**src/hdl/lis_level_tracker_top_macros.svh**
```systemverilog
// Assertion macros for the LIS level tracker.
`ifndef LIS_LEVEL_TRACKER_TOP_MACROS_SVH
`define LIS_LEVEL_TRACKER_TOP_MACROS_SVH
`ifndef SYNTHESIS
`define LIS_ASSERT_NOW(name, clock, reset, pre, post) \
  name: assert property (@(posedge clock) disable iff (reset) (pre) |-> (post)) \
    else $error("assertion failed");
`define LIS_ASSERT_NEXT(name, clock, reset, pre, post) \
  name: assert property (@(posedge clock) disable iff (reset) (pre) |=> (post)) \
    else $error("assertion failed");
`else
`define LIS_ASSERT_NOW(name, clock, reset, pre, post)
`define LIS_ASSERT_NEXT(name, clock, reset, pre, post)
`endif
`endif

```
**src/hdl/lis_pkg.sv**
```systemverilog
// Shared types and constants for the LIS level tracker.
`default_nettype none
package lis_pkg;
  localparam int DEPTH   = 256;
  localparam int ADDR_W  = $clog2(DEPTH);
  localparam int CNT_W   = $clog2(DEPTH + 1);
  localparam int VALUE_W = 32;
  localparam int LEVEL_W = 9;

  typedef struct packed {
    logic signed [VALUE_W-1:0] value;
    logic                      last_item;
  } in_item_t;

  typedef struct packed {
    logic [LEVEL_W-1:0] level;
    logic [LEVEL_W-1:0] longest;
    logic               overflow;
  } out_item_t;

  typedef enum logic [1:0] {
    ST_IDLE,
    ST_READ,
    ST_CMP,
    ST_COMMIT
  } state_t;

  typedef struct packed {
    logic load;
    logic step;
    logic commit;
  } dp_cmd_t;

  typedef struct packed {
    logic count_zero;
    logic more;
    logic out_free;
  } dp_status_t;
endpackage
`default_nettype wire

```
**src/hdl/lis_ctrl.sv**
```systemverilog
// Sequencer for the binary search and commit of one word.
`default_nettype none
module lis_ctrl (
  input  wire logic                clk,
  input  wire logic                rst,
  input  wire logic                in_valid,
  input  wire lis_pkg::dp_status_t status,
  output lis_pkg::dp_cmd_t         cmd,
  output logic                     busy
);
  lis_pkg::state_t state, state_next;

  always_ff @(posedge clk) begin
    if (rst) state <= lis_pkg::ST_IDLE;
    else     state <= state_next;
  end

  always_comb begin
    state_next = state;
    unique case (state)
      lis_pkg::ST_IDLE: begin
        if (in_valid) state_next = status.count_zero ? lis_pkg::ST_COMMIT : lis_pkg::ST_READ;
      end
      lis_pkg::ST_READ:   state_next = lis_pkg::ST_CMP;
      lis_pkg::ST_CMP:    state_next = status.more ? lis_pkg::ST_READ : lis_pkg::ST_COMMIT;
      lis_pkg::ST_COMMIT: begin
        if (status.out_free) state_next = lis_pkg::ST_IDLE;
      end
      default:            state_next = lis_pkg::ST_IDLE;
    endcase
  end

  always_comb begin
    busy       = (state != lis_pkg::ST_IDLE);
    cmd.load   = (state == lis_pkg::ST_IDLE) && in_valid;
    cmd.step   = (state == lis_pkg::ST_CMP);
    cmd.commit = (state == lis_pkg::ST_COMMIT) && status.out_free;
  end
endmodule
`default_nettype wire

```
**config.mk**
```make
export PLATFORM = sky130hd
export DESIGN_NAME = lis_ctrl
export DESIGN_NICKNAME = d
export VERILOG_FILES = /design/src/hdl/lis_level_tracker_top_macros.svh /design/src/hdl/lis_pkg.sv /design/src/hdl/lis_ctrl.sv
export SDC_FILE = /design/constraint.sdc
export NUM_CORES = 1
export LEC_CHECK = 0
export ABC_AREA = 1
export CAP_MARGIN = 20
export CELL_PAD_IN_SITES_DETAIL_PLACEMENT = 0
export CELL_PAD_IN_SITES_GLOBAL_PLACEMENT = 1
export CORE_AREA = 2 2 39 41
export CTS_CLUSTER_SIZE = 16
export DETAILED_ROUTE_END_ITERATION = 8
export DIE_AREA = 0 0 41 43
export DONT_BUFFER_PORTS = 1
export MAX_ROUTING_LAYER = met4
export PLACE_DENSITY_LB_ADDON = 0.1
export RECOVER_POWER = 50
export SLEW_MARGIN = 25
export SYNTH_ARGS = -nofsm -noshare
export SYNTH_HDL_FRONTEND = slang
export SYNTH_SLANG_ARGS = --single-unit
```
**constraint.sdc**
```tcl
create_clock -name clk -period 0.9 [get_ports clk]
set_input_delay 0.045 -clock clk [delete_from_list [all_inputs] [get_ports clk]]
set_output_delay 0.045 -clock clk [all_outputs]
set_load 0.02 [all_outputs]
```
== Word-level counts from Yosys, hierarchy flattened ==
Index checks and enable logic that the tools add are counted.
Widths: inputs -> output; s select.

* Reductions and logical operators: 5
* Mux-type cells: 5
* Equal/unequal tests: 5

{| class="wikitable"
|+ Operators with widths
! kind !! number
|-
| $mux 2 || 4
|-
| $pmux 2 s4 || 1
|-
| $eq 2x2->1 const B || 2
|-
| $ne 2x2->1 const B || 2
|-
| $eq 2x1->1 const B || 1
|-
| $logic_and 1x1->1 || 2
|-
| $logic_not 2->1 || 1
|-
| $reduce_and 2->1 || 1
|-
| $reduce_bool 2->1 || 1
|}

* Bits of input ports: 6
* Bits in registers: 2
* Output and inout bits: 4

== Logic depth before layout (Yosys ltp) ==
* Depth after elaboration: 3
* Mapped depth: 4
* Mapped depth without buffers: 4

== Worst setup path before layout ==
OpenSTA, ideal clock, no wires.

* Path kind: reg2out
* Start: register state[1]
* End: output port cmd[0] in the netlist's numbering
* Required time: 855 ps
* Data arrival time: 914 ps
* Stages on the path, launching flop included: 3
* Slack: -59 ps
* Cell sequence: dfxtp_1 -> inv_1 -> nor3_1

{| class="wikitable"
|+ RTL lines
! element !! line !! text
|-
| start: declaration || lis_ctrl.sv:11 || <nowiki>lis_pkg::state_t state, state_next;</nowiki>
|-
| start signal: assignment || lis_ctrl.sv:14 || <nowiki>if (rst) state <= lis_pkg::ST_IDLE;</nowiki>
|-
| start signal: assignment || lis_ctrl.sv:15 || <nowiki>else state <= state_next;</nowiki>
|-
| end: declaration || lis_ctrl.sv:8 || <nowiki>output lis_pkg::dp_cmd_t cmd,</nowiki>
|}

==> summary.json <==
{
  "run_status": {"value": "finished, violations left"},
  "failed_checks": {"value": "negative setup slack"},
  "registers.top_by_ff_count": {"value": "state"},
  "yosys_warnings": {"value": 0},
  "initial_core_util": {"value": 8.05, "unit": "%"},
  "nets_finish": {"value": 34},
  "crit_path_max_fanout": {"value": 5},
  "yosys.area.top_type_share": {"value": 36.0, "unit": "%"},
  "pin_count": {"value": 10},
  "synth_largest_area_cell": {"value": "dfxtp_1"},
  "placementRows": {"value": 14},
  "largest_family_of_logic_cells_by_synthesized_area": {"value": "simple AND/OR/NAND/NOR gates"},
  "die_footprint": {"value": 1760, "unit": "µm²"},
  "routabilityCongestion": {"value": 0.580},
  "post_synth_instance_area": {"value": 111, "unit": "µm²"},
  "synth.yosys.seq_area_share": {"value": 36.0, "unit": "%"},
  "path_cells": {"value": "inv_2 -> nor3_2 -> buf_4"},
  "cts.clk_slew.worst_paths": {"value": 0.03, "unit": "ns"},
  "postLayoutSetupSlackWorst": {"value": -0.0615, "unit": "ns"},
  "crit-reg2reg-launch": {"value": "state[1]"},
  "finalInstanceArea": {"value": 210, "unit": "µm²"},
  "synth-xor-area-share": {"value": 0, "unit": "%"},
  "detail_route.vias_per_cell": {"value": 3.36},
  "core_area": {"value": 1380, "unit": "µm²"},
  "cp.required": {"value": 0.85, "unit": "ns"},
  "critical_path_arrival": {"value": 0.92, "unit": "ns"},
  "fraction_of_final_layout_cells_sized_beyond_drive_strength_1": {"value": 53.8, "unit": "%"},
  "grt_max_degree": {"value": 6},
  "critical_path_depth": {"value": 3},
  "timing.final.setup_violations": {"value": 4},
  "worstRegToRegCells": {"value": 4},
  "period_needed": {"value": 0.961, "unit": "ns"},
  "placedInstanceArea": {"value": 161, "unit": "µm²"},
  "vias_in_the_first_global_route": {"value": 143},
  "cts_setup_buffers": {"value": 0},
  "n_antenna_cell": {"value": 0},
  "synth_mux_area_share": {"value": 0, "unit": "%"},
  "crit_type": {"value": "flip-flop to primary output"},
  "synthesis.area_per_instance": {"value": 5.86, "unit": "µm²"},
  "maxCapViolCount": {"value": 0},
  "synth_compound_area_share": {"value": 18.0, "unit": "%"},
  "crit_family": {"value": "flip-flops"},
  "tritoncts_num_sinks": {"value": 2},
  "final-hold-violation-count": {"value": 0},
  "postSynthRegisterBits": {"value": 2},
  "die_height": {"value": 43, "unit": "µm"},
  "detail_route.drc_violations": {"value": 0},
  "number_of_flip_flops_under_the_largest_register_name": {"value": 2},
  "synth.net_count": {"value": 25},
  "worst_r2r_endpoint": {"value": "state[1]"},
  "clockBufferDepth": {"value": 2},
  "setup_slack_on_the_worst_flop_to_flop_path": {"value": 0.13, "unit": "ns"},
  "place_ws": {"value": 0.0787, "unit": "ns"},
  "grt_antenna_before_repair": {"value": 0},
  "grt_first_pass_wirelength": {"value": 545, "unit": "µm"},
  "rsz_0062_raised_after_global_routing": {"value": "yes"},
  "critical_path.n_buffers_inverters": {"value": 2},
  "synth_cells": {"value": 19},
  "synth_area_leaders": {"value": "dfxtp_1, inv_1, nand2_1, nor2_1, a21oi_1"},
  "synth.distinct_cells": {"value": 8},
  "fmaxAchievable": {"value": 1040, "unit": "MHz"},
  "critical_path.startpoint": {"value": "state[0]"},
  "crit_end": {"value": "cmd[0]"},
  "postRouteWirelength": {"value": 332, "unit": "µm"},
  "timing_worst_slew_pin_value": {"value": 0.183, "unit": "ns"},
  "die_width": {"value": 41, "unit": "µm"},
  "track_usage": {"value": 5.65, "unit": "%"},
  "final.period_utilization": {"value": 107, "unit": "%"},
  "worst_ir_drop_vdd": {"value": 0.321, "unit": "mV"},
  "worstSetupStartpointType": {"value": "flip-flop"},
  "syn2layout_area_growth": {"value": 88.8, "unit": "%"},
  "cts_root_buffer_type": {"value": "clkbuf_4"},
  "crit_path_max_incr_delay": {"value": 0.36, "unit": "ns"},
  "max-slew-margin-rel": {"value": 87.7, "unit": "%"},
  "final-max-slew-violation-count": {"value": 0},
  "p_leak": {"value": 0.0000961, "unit": "µW"},
  "overall_via_count_from_detail_route": {"value": 141},
  "clkLatencyLatePin": {"value": 0.22, "unit": "ns"},
  "reg_top3": {"value": "state: 2 flops"},
  "postLayoutCoreUtil": {"value": 15.2, "unit": "%"},
  "detailedRoute.firstIterationViolations": {"value": 2},
  "crit_path_top_delay_cell": {"value": "dfxtp_4"},
  "yosys.area_share.adder": {"value": 0, "unit": "%"},
  "ant_nets_after_route": {"value": 0},
  "cp-end-kind": {"value": "primary output"},
  "power-per-cell-area": {"value": 2030, "unit": "nW/µm²"},
  "fin_skew": {"value": 0.00183, "unit": "ns"},
  "overflow": {"value": 0},
  "cts_buffers": {"value": 3},
  "cts_tree": {"value": "yes"},
  "drt-wirelength-per-cell": {"value": 7.90, "unit": "µm"},
  "h-tree-depth": {"value": 1},
  "synth_simple_gate_area_share": {"value": 29.2, "unit": "%"},
  "detailedRoute.firstPassIterationCount": {"value": 2},
  "port_buffers": {"value": 0},
  "hold_path_class": {"value": "primary input to flip-flop"}
}
[through the flow]
stage               power, µW  TNS, ns  hold slack (ns)  instances
floorplan                 178        0            0.114         19
global placement          212        0            0.117         38
detailed placement        211        0            0.117         38
CTS                       444   -0.195           0.0227         42
global route              473   -0.393           0.0506         42
finish                    427   -0.120           0.0349         42
[report_power, final]
part           switching, µW  internal (µW)
combinational           68.5           47.2
clock                   48.0            147
sequential              14.9            102
[cells in the final DEF (no fill, tap or decap)]
master         synthesis  final
nand3_1                1      1
dlygate4sd3_1          0      1
nor3_2                 0      1
clkbuf_4               0      3
nand2_1                3      3
nor2_2                 0      1
dfxtp_2                0      1
buf_4                  0      2
a21oi_1                2      2
o21ai_0                2      2
nor2_1                 3      1
inv_2                  0      3
nor2_4                 0      1
dfxtp_4                0      1
inv_1                  5      2
buf_6                  0      1
[synth_stat cells (all sizes together)]
master,instances
nand2,3
nor3,1
dfxtp,2
o21ai,2
nor2,3
a21oi,2
nand3,1
inv,5
[what timing repair did]
action | 4_1_cts | 5_1_grt
pin swaps | 1 | 0
hold endpoints to repair | 2 | 0
gates resized for setup | 9 | 0
hold buffers | 1 | 0
endpoints found under the setup margin | 4 | 4
[area by class of cell]
type | count | area, µm²
clock buffer | 3 | 22.5
fill | 172 | 1170
inverter | 5 | 18.8
multi-input combinational | 12 | 67.6
sequential | 2 | 45.0
tap | 16 | 20.0
timing repair buffer | 4 | 36.3
[tightest hold or removal path: cells and delay by family]
family | cells | cell delay (ns)
compound gates | 2 | 0.10
simple gates | 1 | 0.06
[kinds of logic (layout without fill, tap and decap cells)]
group,after synthesis,count (layout)
AND/OR/NAND/NOR,8,8
buffers and inverters,5,12
AO/OA/AOI/OAI,4,4
flip-flops,2,2
[metal layers]
layer  GRT usage (%)  routed length (µm)  up-vias
met1            4.79                 131       62
met3            4.71                  26        0
met5               -                   0        -
li1                -                   -       73
met4            8.00                   0        0
met2            5.94                 173        6
[how the worst min path moves through the flow]
stage	from	endpoint	slack (ns)	cells past startpoint
detailed placement	rst	state[1]	0.12	1
finish	status[1]	state[1]	0.03	3
floorplan	rst	state[0]	0.11	1
global route	status[1]	state[1]	0.05	3
global placement	rst	state[1]	0.12	1
CTS	status[1]	state[1]	0.02	3
No activity file was read; power rests on OpenSTA's default activity.
